<file path="src/hdl/bts_pkg.sv">
package bts_pkg;

    // Default width of the string length counter.
    localparam int LENGTH_BITS_DEFAULT = 24;

    // Bencode structure characters.
    localparam logic [7:0] CHAR_I     = 8'h69;  // 'i'
    localparam logic [7:0] CHAR_L     = 8'h6c;  // 'l'
    localparam logic [7:0] CHAR_D     = 8'h64;  // 'd'
    localparam logic [7:0] CHAR_E     = 8'h65;  // 'e'
    localparam logic [7:0] CHAR_COLON = 8'h3a;  // ':'
    localparam logic [7:0] CHAR_ZERO  = 8'h30;  // '0'
    localparam logic [7:0] CHAR_NINE  = 8'h39;  // '9'

    // Token kinds.
    localparam logic KIND_STRING  = 1'b0;
    localparam logic KIND_INTEGER = 1'b1;

    // One result word.
    typedef struct packed {
        logic [7:0] out_byte;
        logic       byte_valid;
        logic       token_kind;
        logic       token_end;
        logic       error_flag;
    } result_t;

endpackage

</file>
<file path="src/hdl/bts_scan_core.sv">
module bts_scan_core #(
    parameter int LENGTH_BITS = bts_pkg::LENGTH_BITS_DEFAULT
) (
    input  logic             aclk,
    input  logic             aresetn,
    input  logic             step,
    input  logic [7:0]       in_byte,
    output logic             has_result,
    output bts_pkg::result_t result
);
    import bts_pkg::*;

    localparam logic [2:0] MODE_READY  = 3'd0;
    localparam logic [2:0] MODE_INT    = 3'd1;
    localparam logic [2:0] MODE_LIST   = 3'd2;
    localparam logic [2:0] MODE_DICT   = 3'd3;
    localparam logic [2:0] MODE_LENGTH = 3'd4;
    localparam logic [2:0] MODE_STRING = 3'd5;
    localparam logic [2:0] MODE_HALTED = 3'd6;

    localparam int WIDE_BITS = LENGTH_BITS + 4;

    logic [2:0]             mode_reg, mode_next;
    logic [LENGTH_BITS-1:0] len_reg, len_next;
    logic [LENGTH_BITS-1:0] taken_reg, taken_next;

    logic                   is_digit;
    logic [7:0]             digit_byte;
    logic [3:0]             digit_val;
    logic [WIDE_BITS-1:0]   len_times_ten;
    logic [WIDE_BITS-1:0]   len_sum;
    logic                   len_overflow;
    logic [LENGTH_BITS-1:0] taken_inc;
    logic                   last_byte;

    assign is_digit      = in_byte inside {[CHAR_ZERO:CHAR_NINE]};
    assign digit_byte    = in_byte - CHAR_ZERO;
    assign digit_val     = digit_byte[3:0];
    // Times ten as a pair of shifted adds.
    assign len_times_ten = {1'b0, len_reg, 3'b000} + {3'b000, len_reg, 1'b0};
    assign len_sum       = len_times_ten + {{(WIDE_BITS-4){1'b0}}, digit_val};
    assign len_overflow  = |len_sum[WIDE_BITS-1:LENGTH_BITS];
    assign taken_inc     = taken_reg + {{(LENGTH_BITS-1){1'b0}}, 1'b1};
    assign last_byte     = taken_inc >= len_reg;

    always_comb begin
        mode_next  = mode_reg;
        len_next   = len_reg;
        taken_next = taken_reg;
        has_result = 1'b0;
        result     = '0;
        case (mode_reg)
            MODE_READY, MODE_LIST, MODE_DICT: begin
                if (in_byte == CHAR_I) begin
                    mode_next = MODE_INT;
                end else if (is_digit) begin
                    len_next   = {{(LENGTH_BITS-4){1'b0}}, digit_val};
                    taken_next = '0;
                    mode_next  = MODE_LENGTH;
                end else if (mode_reg == MODE_READY) begin
                    if (in_byte == CHAR_L) begin
                        mode_next = MODE_LIST;
                    end else if (in_byte == CHAR_D) begin
                        mode_next = MODE_DICT;
                    end
                end else if (in_byte == CHAR_E) begin
                    mode_next = MODE_READY;
                end
            end
            MODE_INT: begin
                has_result        = 1'b1;
                result.token_kind = KIND_INTEGER;
                if (in_byte == CHAR_E) begin
                    result.token_end = 1'b1;
                    mode_next        = MODE_READY;
                end else if (is_digit) begin
                    result.out_byte   = in_byte;
                    result.byte_valid = 1'b1;
                end else begin
                    result.error_flag = 1'b1;
                    mode_next         = MODE_HALTED;
                end
            end
            MODE_LENGTH: begin
                if (is_digit) begin
                    if (len_overflow) begin
                        has_result        = 1'b1;
                        result.error_flag = 1'b1;
                        mode_next         = MODE_HALTED;
                    end else begin
                        len_next = len_sum[LENGTH_BITS-1:0];
                    end
                end else if (in_byte == CHAR_COLON) begin
                    taken_next = '0;
                    if (len_reg == '0) begin
                        // An empty string ends right at the colon.
                        has_result       = 1'b1;
                        result.token_end = 1'b1;
                        mode_next        = MODE_READY;
                    end else begin
                        mode_next = MODE_STRING;
                    end
                end else begin
                    mode_next = MODE_READY;
                end
            end
            MODE_STRING: begin
                has_result        = 1'b1;
                result.out_byte   = in_byte;
                result.byte_valid = 1'b1;
                taken_next        = taken_inc;
                if (last_byte) begin
                    result.token_end = 1'b1;
                    mode_next        = MODE_READY;
                end
            end
            default: begin
                mode_next = MODE_HALTED;
            end
        endcase
    end

    always_ff @(posedge aclk) begin
        if (!aresetn) begin
            mode_reg  <= MODE_READY;
            len_reg   <= '0;
            taken_reg <= '0;
        end else if (step) begin
            mode_reg  <= mode_next;
            len_reg   <= len_next;
            taken_reg <= taken_next;
        end
    end

endmodule

</file>
<file path="src/hdl/bts_out_reg.sv">
module bts_out_reg (
    input  logic             aclk,
    input  logic             aresetn,
    input  logic             load,
    input  bts_pkg::result_t load_data,
    output logic             can_load,
    output logic             m_valid,
    input  logic             m_ready,
    output bts_pkg::result_t m_data
);
    import bts_pkg::*;

    logic    valid_reg;
    result_t data_reg;

    // The register can be refilled in the same cycle its word is taken.
    assign can_load = !valid_reg || m_ready;
    assign m_valid  = valid_reg;
    assign m_data   = data_reg;

    always_ff @(posedge aclk) begin
        if (!aresetn) begin
            valid_reg <= 1'b0;
        end else if (load) begin
            valid_reg <= 1'b1;
        end else if (m_ready) begin
            valid_reg <= 1'b0;
        end
    end

    always_ff @(posedge aclk) begin
        if (load) begin
            data_reg <= load_data;
        end
    end

endmodule

</file>
<file path="src/hdl/bencode_token_scanner.sv">
// Bencode token scanner.
//
// The s_ channel takes one raw stream byte per word on s_in_byte. The m_
// channel gives one word per token byte or marker: m_out_byte with
// m_byte_valid, m_token_kind (0 string, 1 integer), m_token_end and
// m_error_flag. Structure bytes and string length digits give no word.
//
// A byte taken sits in the input register, and its word is loaded into
// the result register when that register is free. Throughput is one byte
// per cycle while the result register can take each word; the only loop
// is the scan state update with its length multiply-by-ten and compare.
//
// When the receiver stalls, the result register holds its word and the
// input register keeps the next byte, so s_ready drops only once both are
// full. Bytes that give no word pass through without needing the result
// register. Reset clears the scan state to ready and empties both
// registers. After an error word the scanner halts and drops every byte
// until reset.
module bencode_token_scanner #(
    parameter int LENGTH_BITS = bts_pkg::LENGTH_BITS_DEFAULT
) (
    input  logic       aclk,
    input  logic       aresetn,
    input  logic       s_valid,
    output logic       s_ready,
    input  logic [7:0] s_in_byte,
    output logic       m_valid,
    input  logic       m_ready,
    output logic [7:0] m_out_byte,
    output logic       m_byte_valid,
    output logic       m_token_kind,
    output logic       m_token_end,
    output logic       m_error_flag
);
    import bts_pkg::*;

    // Input register: holds one stream byte until the scanner takes it.
    logic       in_valid_reg;
    logic [7:0] in_byte_reg;

    logic       advance;
    logic       can_load;
    logic       has_result;
    result_t    core_result;
    result_t    out_data;

    // A byte is scanned only when the result register can take whatever
    // word it produces; the state then moves in the same edge. A byte that
    // produces no word is scanned even while the result register is full.
    assign advance = in_valid_reg && (can_load || !has_result);
    assign s_ready = !in_valid_reg || advance;

    always_ff @(posedge aclk) begin
        if (!aresetn) begin
            in_valid_reg <= 1'b0;
        end else if (s_ready) begin
            in_valid_reg <= s_valid;
        end
    end

    always_ff @(posedge aclk) begin
        if (s_valid && s_ready) begin
            in_byte_reg <= s_in_byte;
        end
    end

    bts_scan_core #(
        .LENGTH_BITS(LENGTH_BITS)
    ) u_scan_core (
        .aclk      (aclk),
        .aresetn   (aresetn),
        .step      (advance),
        .in_byte   (in_byte_reg),
        .has_result(has_result),
        .result    (core_result)
    );

    bts_out_reg u_out_reg (
        .aclk     (aclk),
        .aresetn  (aresetn),
        .load     (advance && has_result),
        .load_data(core_result),
        .can_load (can_load),
        .m_valid  (m_valid),
        .m_ready  (m_ready),
        .m_data   (out_data)
    );

    assign m_out_byte   = out_data.out_byte;
    assign m_byte_valid = out_data.byte_valid;
    assign m_token_kind = out_data.token_kind;
    assign m_token_end  = out_data.token_end;
    assign m_error_flag = out_data.error_flag;

endmodule

</file>
<file path="config.mk">
export PLATFORM = sky130hd
export DESIGN_NAME = bencode_token_scanner
export DESIGN_NICKNAME = d
export VERILOG_FILES = /design/src/hdl/bts_pkg.sv /design/src/hdl/bts_scan_core.sv /design/src/hdl/bts_out_reg.sv /design/src/hdl/bencode_token_scanner.sv
export SDC_FILE = /design/constraint.sdc
export NUM_CORES = 1
export LEC_CHECK = 0
export BUFFER_PORTS_ARGS = -buffer_cell sky130_fd_sc_hd__buf_2
export CORE_MARGIN = 4
export CORE_UTILIZATION = 57
export CTS_BUF_LIST = sky130_fd_sc_hd__clkbuf_2
export DETAILED_ROUTE_END_ITERATION = 7
export PLACE_DENSITY_LB_ADDON = 0.25
export SETUP_SLACK_MARGIN = 0.05
export SLEW_MARGIN = 20
export SYNTH_ARGS = -nofsm -noshare
export SYNTH_HDL_FRONTEND = slang
export SYNTH_SLANG_ARGS = --single-unit
</file>
<file path="constraint.sdc">
create_clock -name aclk -period 13.8 [get_ports aclk]
set_input_delay 4.14 -clock aclk [delete_from_list [all_inputs] [get_ports aclk]]
set_output_delay 4.14 -clock aclk [all_outputs]
set_load 0.005 [all_outputs]
</file>
Word level (Yosys, flattened, before mapping)

Index checks and enable logic that the tools add are counted.

Bits in registers: 73
Latch bits: 0
Memory bits (writable): 0
ROM bits: 0
Output and inout bits: 14
Memories: 0

Add/subtract/negate cells: 4
Multiply operators: 0
Divide/modulo/power cells: 0
Magnitude comparators: 3
Equal/unequal tests: 21
Shift operators: 0
Mux-type cells: 43
Bitwise logic cells: 0
Reduce and logical (&&, ||, !) cells: 21

Operators with widths:

| kind                  | number |
|---|---|
| $mux 24               | 8 |
| $pmux 24 s3           | 1 |
| $pmux 24 s2           | 1 |
| $mux 3                | 13 |
| $eq 8x7->1 const B    | 4 |
| $add 27x25->28        | 1 |
| $add 28x4->28         | 1 |
| $add 24x1->24 const B | 1 |
| $ge 24x24->1          | 1 |
| $logic_not 24->1      | 1 |
| $mux 9                | 2 |
| $pmux 9 s2            | 1 |
| $reduce_and 6->1      | 3 |
| $mux 1                | 13 |
| $pmux 3 s4            | 1 |
| $eq 8x6->1 const B    | 1 |
| $ge 8x6->1 const B    | 1 |
| $le 8x6->1 const B    | 1 |
| $ne 2x1->1 const B    | 4 |
| $eq 3x2->1 const B    | 2 |
| $eq 3x3->1 const B    | 2 |
| $ne 2x2->1 const B    | 3 |
| $ne 3x3->1 const B    | 2 |
| $ne 6x4->1 const B    | 1 |
| 14 further kinds      | 23 |

Longest topological paths before layout

Depth after elaboration: 11
Gate-level depth with buffers: 16

Hierarchy

From an unflattened synthesis, not the netlist that was laid out.

Cells, all modules: 671
Area total of the unflattened synthesis: 5835.6 um2

By module, submodules not included:

| module                | times used | cells each | area each (um2) | seq. area each (um2) |
|---|---|---|---|---|
| bts_scan_core         | 1          | 639        | 5103.6          | 1021.0 |
| bts_out_reg           | 1          | 16         | 409.1           | 380.4 |
| bencode_token_scanner | 1          | 16         | 322.8           | 260.2 |

Worst setup path after synthesis

Ideal clock, no wire load.

Path kind: input port to output port
Start point: input port m_ready
End point: output port s_ready
Arrival: 4488 ps
Path slack: 5172 ps
Stages: 3
Path buffers: 0
Cells stage by stage: nor2b_1 -> o211a_1 -> inv_1

Cells in the longest elaborated chain, start to end: 4

Ends and longest elaborated chain:

| what               | RTL line                    | text |
|---|---|---|
| start: declaration | bencode_token_scanner.sv:28 | `input logic m_ready,` |
| $logic_or 1x1->1   | bts_out_reg.sv:17           | `assign can_load = !valid_reg \|\| m_ready;` |
| $logic_or 1x1->1   | bencode_token_scanner.sv:50 | `assign advance = in_valid_reg && (can_load \|\| !has_result);` |
| $logic_and 1x1->1  | bencode_token_scanner.sv:50 |  |
| $logic_or 1x1->1   | bencode_token_scanner.sv:51 | `assign s_ready = !in_valid_reg \|\| advance;` |
| end: declaration   | bencode_token_scanner.sv:25 | `output logic s_ready,` |

No other way between the ends.

Final worst setup path

Same ends and word-level chain as after synthesis.

==> impl_metrics.json <==
{
  "p_sw_share_pct": 27.08,
  "ioPinCount": 26,
  "avgSynthCellArea_um2": 8.196,
  "synth_area_um2": 5926,
  "power_frac_comb_pct": 4.6,
  "fillers": 862,
  "hold_buffers": 0,
  "clkTransAtPathRegs_ps": 230,
  "yosys-top-cells-area": "dfxtp_1 18%, ha_1 15%, edfxtp_1 10%",
  "area_delta_synth_final_pct": 4.920,
  "final_hold_viol_count": 0,
  "synth_edf_count": 20,
  "use_met2_pct": 42.42,
  "antenna_found_initial": 0,
  "maxCapViolCount": 0,
  "clkSinkCount": 73,
  "clock_skew_ps": 44.61,
  "grt_max_degree": 32,
  "num_rows": 36,
  "yosysUniqueCellTypes": 64,
  "yosysWarnings": 0,
  "pwr-share-seq_pct": 60.5,
  "synth_fp_nets": 809,
  "p_switching_w": 0.0001011,
  "ctsResizeCount": 0,
  "viasPerCell": 6.278,
  "fin_crit_ps": 8932,
  "status": "complete, no violations",
  "worstPathMaxFanout": 3,
  "p_clk_share_pct": 34.9,
  "drcViolationCount": 0,
  "dp_hpwl_um": 11370,
  "drt_iter0_drc": 473,
  "coreArea_um2": 9955,
  "yosys.area.top_type": "dfxtp_1",
  "avgRoutedWirePerCell_um": 17.45,
  "post-route-period-util_pct": 64.72,
  "final_nets": 817,
  "first_pass_iters": 5,
  "die_x_um": 110.0,
  "port_buffers": 25,
  "start_util_pct": 59.53,
  "final_cell_mix": "84 x nand2_1, 72 x ha_1, 63 x a21oi_1",
  "track_usage_pct": 26.46,
  "cts_setup_buffers": 0,
  "critPathLaunchType": "input port",
  "end_kind": "output pin",
  "synth-seq-cells": 73,
  "place.gp.congestion": 0.9520,
  "grt_util_met3_pct": 4.404,
  "tritoncts": "yes",
  "tns_ps": 0,
  "min_path_type": "flop to flop",
  "antennaDiodeCount": 0,
  "required_ps": 9660,
  "whs_ps": 473.0,
  "worstPathArrival_ps": 4790,
  "setup_violations": 0,
  "drv_slew": 0,
  "clock.fmax_mhz": 112.0,
  "wirelength_um": 15160,
  "grt_pass1_wl_um": 25500,
  "pwr_density_cell_nw_per_um2": 60.02,
  "async_reset_ff_share_pct": 0,
  "rsz0062_at_grt": "no",
  "final_common_cell": "nand2_1",
  "leakage_nw": 2.637,
  "critPathKind": "input port to output pin",
  "drive_above_1_share_pct": 7.473,
  "num_vias": 5456,
  "max-slew-margin-rel_pct": 39.95,
  "grt_pass1_vias": 5187,
  "tightest_slew_ps": 900.7,
  "htreeDepth": 3,
  "cts-root-buf": "clkbuf_2",
  "synth-seq-area-share_pct": 28.04,
  "overflow": 0,
  "busiest_layer": "met2",
  "antenna_left": 0,
  "irDropWorstVdd_uv": 39.09,
  "synth_cells": 723,
  "numCtsBuffers": 9,
  "die_h_um": 110.0,
  "clkLatencyLatePin_ps": 570,
  "dieArea_um2": 12090,
  "use_met1_pct": 36.49,
  "p_int_w": 0.0002721,
  "synth_top_area_share_pct": 17.91,
  "synth-main-ff-cell": "dfxtp_1",
  "cts_buffer_depth": 2
}
-- metrics by stage --
step	instances	utilization, %	area (um2)	setup slack (ps)	power (W)
global placement	852	61.14	6086	4943	0.0002460
CTS	868	62.36	6207	4850	0.0003763
finish	869	62.46	6217	4868	0.0003732
floorplan	723	-	5926	5172	0.0002405
detailed placement	852	61.14	6086	4849	0.0002467
global route	869	62.46	6217	4779	0.0003879
-- cell families (layout without fill, tap and decap cells) --
family | after synthesis | count (layout) | synth area share, %
DFF | 73 | 73 | 28.04
buffers and inverters | 72 | 85 | 5.004
adders and majority gates | 74 | 74 | 15.88
and+or+nand+nor | 259 | 259 | 21.41
xor gates and xnor gates | 37 | 37 | 5.469
AOI/OAI and AO/OA | 194 | 194 | 21.83
muxes | 14 | 14 | 2.365
-- synthesized netlist by cell type (all sizes together), types with 2 or more instances --
cell	instances
nand2	84
ha	72
a21oi	64
dfxtp	53
nor2	52
inv	42
o21ai	36
xnor2	24
clkbuf	23
nand4	23
and2	20
edfxtp	20
nand3	20
a31oi	14
mux2i	14
a21o	13
nor3	13
xor2	13
a211oi	12
o211ai	12
and3	10
nand2b	9
nor4	8
buf	7
nor2b	6
o31ai	6
o211a	5
o21a	4
or3	4
a2111oi	3
a221oi	3
a311oi	3
a31o	3
and4	3
a21boi	2
a41o	2
fa	2
nor4b	2
o221ai	2
o311ai	2
o31a	2
-- power by group through the flow --
stage          combinational, W  clock (W)  sequential (W)
2_1_floorplan         0.0000120          0        0.000228
3_3_place_gp          0.0000162          0        0.000230
3_5_place_dp          0.0000167          0        0.000230
4_1_cts               0.0000169   0.000134        0.000226
5_1_grt               0.0000189   0.000143        0.000226
6_report              0.0000171   0.000130        0.000226
-- routing by layer --
| metal | wire length [um] | vias up |
|---|---|---|
| met5 | 0 | - |
| met4 | 385 | 0 |
| met3 | 941 | 47 |
| met2 | 7039 | 194 |
| met1 | 6793 | 2543 |
| li1 | - | 2672 |
-- critical path, stage by stage --
cell     delay (ps)
buf_2           100
nor2b_1         170
o211a_1         220
inv_1            50
buf_2           120
-- path summary, 6_finish.rpt --
path / depth (start not counted) / slack (ps) / end / start
hold reg to reg: 2 / 470 / u_scan_core.taken_reg[17] / u_scan_core.taken_reg[17]
hold / removal: 2 / 470 / u_scan_core.taken_reg[17] / u_scan_core.taken_reg[17]
setup reg to reg: 13 / 9110 / u_out_reg.m_data[11] / in_byte_reg[3]
setup / recovery: 5 / 4870 / s_ready / m_ready
-- layout make-up --
class / count / area (um2) / share of cell area (%)
timing repair buffer: 27 / 140.1 / 2.254
clock buffer: 9 / 45.04 / 0.7245
multi-input combinational: 578 / 3970 / 63.86
clock inverter: 7 / 76.32 / 1.228
tap: 133 / 166.4 / 2.677
sequential: 73 / 1662 / 26.73
inverter: 42 / 157.7 / 2.536
(Power assumes the default switching activity.)
